### src/sv/pfra_pkg.sv
// Package for the page frame allocator: shared widths, payload structs,
// action, status and register codes, and controller/datapath signal groups.
// No dependencies.
`timescale 1ns / 1ps

package pfra_pkg;

  localparam int PAGE_W    = 10;
  localparam int NUM_PAGES = 1 << PAGE_W;
  localparam int REG_W     = 11;
  localparam int CNT_W     = 8;
  localparam int CFG_IDX_W = 2;

  localparam logic [CNT_W-1:0] RESERVED_MARK = 8'd100;
  localparam logic [CNT_W-1:0] CNT_MAX       = 8'd255;

  // Actions.
  localparam logic [2:0] ACT_ALLOC_GEN = 3'd0;
  localparam logic [2:0] ACT_ALLOC_OBJ = 3'd1;
  localparam logic [2:0] ACT_SHARE     = 3'd2;
  localparam logic [2:0] ACT_FREE      = 3'd3;
  localparam logic [2:0] ACT_QUERY     = 3'd4;
  localparam logic [2:0] ACT_SET       = 3'd5;

  // Result status codes.
  localparam logic [2:0] ST_OK     = 3'd0;
  localparam logic [2:0] ST_KERNEL = 3'd1;
  localparam logic [2:0] ST_FREE   = 3'd2;
  localparam logic [2:0] ST_EMPTY  = 3'd3;
  localparam logic [2:0] ST_SAT    = 3'd4;

  // Configuration register indexes.
  localparam logic [CFG_IDX_W-1:0] CFG_OBJ_START = 2'd0;
  localparam logic [CFG_IDX_W-1:0] CFG_GEN_START = 2'd1;
  localparam logic [CFG_IDX_W-1:0] CFG_GEN_END   = 2'd2;

  typedef struct packed {
    logic [2:0]        action;
    logic [PAGE_W-1:0] page_number;
    logic [CNT_W-1:0]  count_value;
  } req_t;

  typedef struct packed {
    logic [2:0]        status;
    logic [PAGE_W-1:0] result_page;
    logic [CNT_W-1:0]  result_count;
  } rsp_t;

  // Commands from the controller to the datapath.
  typedef struct packed {
    logic clr_en;
    logic take;
    logic exec;
    logic scan_go;
  } cmd_t;

  // Status from the datapath to the controller.
  typedef struct packed {
    logic clr_last;
    logic scan_done;
    logic out_free;
  } sts_t;

  // Limit a scan bound to the size of the count store.
  function automatic logic [REG_W-1:0] clip_pages(input logic [REG_W-1:0] v);
    logic [REG_W-1:0] lim;
    lim = REG_W'(NUM_PAGES);
    return (v > lim) ? lim : v;
  endfunction

endpackage

### src/sv/pfra_ctrl.sv
// Controller state machine for the page frame allocator.
// Depends on pfra_pkg for the command and status groups and action codes.
`timescale 1ns / 1ps

module pfra_ctrl (
  input  logic          clk,
  input  logic          rst,
  input  logic          req_valid,
  input  logic [2:0]    req_action,
  input  pfra_pkg::sts_t sts,
  output logic          req_stall,
  output pfra_pkg::cmd_t cmd
);

  typedef enum logic [3:0] {
    S_CLEAR = 4'b0001,
    S_IDLE  = 4'b0010,
    S_EXEC  = 4'b0100,
    S_SCAN  = 4'b1000
  } state_t;

  state_t state, state_next;
  logic   is_alloc;

  assign is_alloc = (req_action == pfra_pkg::ACT_ALLOC_GEN) ||
                    (req_action == pfra_pkg::ACT_ALLOC_OBJ);

  assign req_stall = (state != S_IDLE);

  always_comb begin
    state_next = state;
    cmd        = '0;
    case (state)
      S_CLEAR: begin
        cmd.clr_en = 1'b1;
        if (sts.clr_last) begin
          state_next = S_IDLE;
        end
      end
      S_IDLE: begin
        if (req_valid) begin
          cmd.take   = 1'b1;
          state_next = is_alloc ? S_SCAN : S_EXEC;
        end
      end
      S_EXEC: begin
        if (sts.out_free) begin
          cmd.exec   = 1'b1;
          state_next = S_IDLE;
        end
      end
      S_SCAN: begin
        if (sts.out_free) begin
          cmd.scan_go = 1'b1;
          if (sts.scan_done) begin
            state_next = S_IDLE;
          end
        end
      end
      default: begin
        state_next = S_IDLE;
      end
    endcase
  end

  always_ff @(posedge clk) begin
    if (rst) begin
      state <= S_CLEAR;
    end else begin
      state <= state_next;
    end
  end

  // An accepted allocation must always enter the scan.
  a_alloc_scans: assert property (@(posedge clk) disable iff (rst)
    (cmd.take && is_alloc) |=> (state == S_SCAN))
    else $error("allocation transfer did not start a scan");

endmodule

### config.mk
export PLATFORM = sky130hd
export DESIGN_NAME = pfra_ctrl
export DESIGN_NICKNAME = d
export VERILOG_FILES = /design/src/sv/pfra_pkg.sv /design/src/sv/pfra_ctrl.sv
export SDC_FILE = /design/constraint.sdc
export NUM_CORES = 1
export LEC_CHECK = 0
export ABC_AREA = 0
export BUFFER_PORTS_ARGS = -buffer_cell sky130_fd_sc_hd__buf_2
export CAP_MARGIN = 10
export CORE_AREA = 2 2 39 41
export CTS_BUF_LIST = sky130_fd_sc_hd__clkbuf_8
export DETAILED_ROUTE_END_ITERATION = 7
export DIE_AREA = 0 0 41 43
export GPL_ROUTABILITY_DRIVEN = 1
export HOLD_SLACK_MARGIN = 0.05
export PLACE_DENSITY = 0.4
export SETUP_SLACK_MARGIN = 0.2
export SYNTH_ARGS = -nofsm -noshare
export SYNTH_HDL_FRONTEND = slang
export SYNTH_SLANG_ARGS = --single-unit
### constraint.sdc
create_clock -name clk -period 1.2 [get_ports clk]
set_input_delay 0.18 -clock clk [delete_from_list [all_inputs] [get_ports clk]]
set_output_delay 0.18 -clock clk [all_outputs]
set_load 0.02 [all_outputs]
# After elaboration in Yosys (flattened, before gate mapping)
# Index checks and enable logic that the tools add are counted.
[word_totals]
reg_bits = 4
[classes]
muxes = 13
reduce_logical = 3
n_eq_ne = 11
[ops]
columns = ["op", "n"]
rows = [
  ["4-bit two-way mux", 6],
  ["4-bit case mux with 4 select lines", 1],
  ["2-bit != test, second input constant", 5],
  ["1-bit two-way mux", 6],
  ["5-bit AND reduction", 1],
  ["4-bit by 1-bit equality test with 1-bit output, second input constant", 1],
  ["4-bit by 2-bit equality test with 1-bit output, second input constant", 1],
  ["4-bit by 3-bit equality test with 1-bit output, second input constant", 1],
  ["4-bit equality test, second input constant", 1],
  ["4-bit by 2-bit != test with 1-bit output, second input constant", 1],
  ["3-bit by 1-bit equality test with 1-bit output, second input constant", 1],
  ["3-bit zero test", 1],
  ["1-bit logical OR", 1],
]

# Longest topological paths before layout
[logic_depth]
depth_word = 5
depth_mapped = 3
mapped_depth_nobuf = 3

# Worst setup path before layout
# OpenSTA, ideal clock, no wires.
[synth_path]
path_kind = "reg-to-reg"
from = "register state[0]"
to = "register state[0]"
arrival_ns = 1.145
slack_ns = -0.003
n_path_buf = 0
path_stages_with_launch = 3
cell_sequence = "dfxtp_1 -> nor4b_2 -> a21o_1"
[synth_via]
elab_chain_cells = 3
elab_cells_between_ends = 11
[synth_rtl]
columns = ["element", "line_no", "source"]
rows = [
  ["start, declared", "pfra_ctrl.sv:22", "state_t state, state_next;"],
  ["start signal, assigned", "pfra_ctrl.sv:70", "state <= state_next;"],
  ["4-bit by 1-bit equality test with 1-bit output (tied with other cells)", "pfra_ctrl.sv:33", "case (state)"],
  ["2-bit != test (no source line)", "--", ""],
  ["5-bit AND reduction (no source line)", "--", ""],
]
# Several ways; a longest one is shown, not always the timed one.
# A chain may end at the register's enable or synchronous reset.

# Worst setup path in the final report
[layout_path]
from = "register state[0]"
to = "output req_stall"
[layout_via]
elab_chain_cells = 1
[layout_rtl]
columns = ["element", "line_no", "source"]
rows = [
  ["4-bit by 2-bit != test with 1-bit output", "pfra_ctrl.sv:28", "assign req_stall = (state != S_IDLE);"],
  ["end, declared", "pfra_ctrl.sv:11", "output logic req_stall,"],
]
# No other way between the ends.

==> impl_metrics.yaml <==
setup_path:
  cp_slowest_cell: "dfxtp_4"
  crit_type: "flop to output pin"
  critPathTopFamily: "flip-flops"
  cpPeakStageDelay_ns: 0.37
  cp_cell_sequence: "nor4b_4 > buf_4 > inv_2 > buf_6"
  cp-end-kind: "output pin"
  crit_buf_inv: 3
  crit_fanout: 5
  cp-start-kind: "flop"
  arrival_ns: 1.19
  required_ns: 1.02
power:
  p_seq_share_pct: 28.2
  p_comb_share_pct: 20.0
  leakagePower_nw: 0.2488
  switching_share_pct: 23.55
  power_density_nw_per_um2: 998.6
  max-vdd-ir-drop_v: 0.0004583
  p_switching_uw: 131.0
  p_total_uw: 556.0
  p_int_uw: 425.0
  clockPowerShare_pct: 51.8
floorplan:
  die_height_um: 43
  initial_utilization_pct: 18.90
  die_area_um2: 1763
  die_w_um: 41
  coreArea_um2: 1384
  num_rows: 14
  io_pins: 14
synth:
  yosys-top-cells-area: "dfxtp_1 31%, nor4b_2 17%, nor4b_4 9.1%"
  synth.top_cell.area_share_pct: 30.62
  synth_cells: 26
  syn-cell-area_um2: 261.5
  syn_nets: 35
  synth_cell_types: 15
  yosysSeqAreaShare_pct: 30.62
  avgSynthCellArea_um2: 10.06
  yosysWarnings: 0
  ys_ff_latch: 4
  synth.largest_area_cell: "dfxtp_1"
timing:
  finalCritPeriodShare_pct: 114.4
  hold_violations: 0
  drv_slew: 0
  finalClockSkew_ns: 0.003825
  setup_tns_ns: -0.9890
  min_period_ns: 1.372
  max_freq_mhz: 728.7
  worst_slack_ns: -0.1723
  tightestPinTransition_ns: 0.2341
  max_slew_margin_pct: 84.32
  grt_setup_unrepaired: "true"
  hold_ws_ns: 0.1768
  setup_viol: 8
clocking:
  ctsLongestPathBuffers: 2
  h-tree-depth: 1
  ctsHoldBuffers: 0
  clkTransAtPathRegs_ns: 0.03
  cts_root_buffer: "clkbuf_8"
  cts_tree: "built"
  cts.sinks: 4
  cts_buffers: 3
  insertion_delay_ns: 0.22
final_layout:
  finalNetCount: 63
  antenna-diode-count: 0
  layout_common_cells: "9 x buf_4, 7 x buf_2, 7 x buf_6, 4 x nor4b_4, 4 x dfxtp_4"
  final_core_util_pct: 40.24
  largest_reg_flops: 4
  top_register: "state"
  reg_top3: "state x4"
  fin_cells: 69
  syn2layout_area_growth_pct: 112.9
  drive_gt1_share_pct: 73.58
  final_common_cell: "buf_4"
grt:
  grt_overflow_total: 0
  grt_max_degree: 6
  grt_pass1_wl_um: 1131
  grt_pass1_vias: 296
  antenna_found_initial: 0
  grtUsageTotal_pct: 10.03
drt:
  vias: 298
  drt-total-wl_um: 703
  vias_per_cell: 4.319
  post-route-drc-count: 0
  wl_per_cell_um: 10.19
  first_pass_iters: 3
  ant_nets: 0
  drt_iter0_markers: 1
placed_design:
  hpwl_um: 543.5
  dp_cells: 58
  io_buffers: 12
  globalplace.congestion: 0.6762
run_status:
  outcome: "complete, but fails checks"
  violations: "setup timing"
flow_run:
  drv_cap: 0
hold_path:
  hold_path_class: "primary input to flop"
worst register-to-register path: stages (launching register included):
cell	delay [ns]
dfxtp_4	0.37
nor4b_4	0.14
buf_4	0.13
buf_4	0.12
buf_6	0.11
a221oi_2	0.22
o31a_1	0.16
per-layer routing:
metal  vias to the layer above  GRT usage [%]  routed length, um
met1                       143          9.936                292
met3                         0          3.141                 23
met2                         4          15.00                388
met4                         0          10.00                  0
li1                        151              -                  -
met5                         -              0                  0
what timing repair did:
| action | CTS | global route |
|---|---|---|
| gates resized for setup | 16 | 1 |
| pin swaps | 8 | 3 |
| endpoints found under the setup margin | 8 | 9 |
| setup buffers | 6 | 1 |
cell families (layout without fill, tap and decap cells):
logic type	after synthesis	count (layout)	synth area share, %
AND/OR/NAND/NOR	14	14	47.37
buffers and inverters	2	29	2.872
flip-flops	4	4	30.62
AO/OA/AOI/OAI	6	6	19.14
metrics by stage:
stage / setup slack [ns] / area (um2)
floorplan: 0.07578 / 294.0
global placement: 0.01221 / 404.1
detailed placement: -0.008622 / 404.1
CTS: -0.1916 / 545.5
global route: -0.2146 / 556.8
finish: -0.1723 / 556.8
final timing paths:
path	startpoint	cells past startpoint	endpoint	slack (ns)
worst max-delay path	state[0]$_SDFFE_PP1P_	4	req_stall	-0.17
worst min-delay path	rst	2	state[2]$_SDFFE_PP0P_	0.18
worst max register to register	state[1]$_SDFFE_PP0P_	6	state[1]$_SDFFE_PP0P_	-0.12
worst min register to register	state[3]$_SDFFE_PP0P_	1	state[1]$_SDFFE_PP0P_	0.56
power groups by stage:
stage               Combinational, mW  Clock, mW  Sequential, mW
floorplan                      0.0479          0           0.158
global placement               0.0808          0           0.160
detailed placement             0.0817          0           0.161
CTS                             0.111      0.299           0.158
global route                    0.118      0.316           0.159
finish                          0.111      0.288           0.157
synthesized netlist by cell type:
master,count
and2_1,3
nor4b_4,1
a21o_1,1
dfxtp_1,4
nand2_1,1
nand2b_1,1
nand3b_1,1
nor3b_1,1
nor4b_2,3
nor2_1,3
inv_1,2
o31a_1,1
a221oi_2,1
a32oi_1,1
a21oi_1,2
final cells by class:
cell class / instances / area [um2]
fillers: 149 / 827.0
inverters: 2 / 7.507
clock inverters: 1 / 3.754
clock buffers: 3 / 41.29
flip-flops and latches: 4 / 95.09
well taps: 16 / 20.02
repair buffers: 23 / 181.4
multi-input cells: 20 / 207.7
No activity file was read; power rests on OpenSTA's default activity.
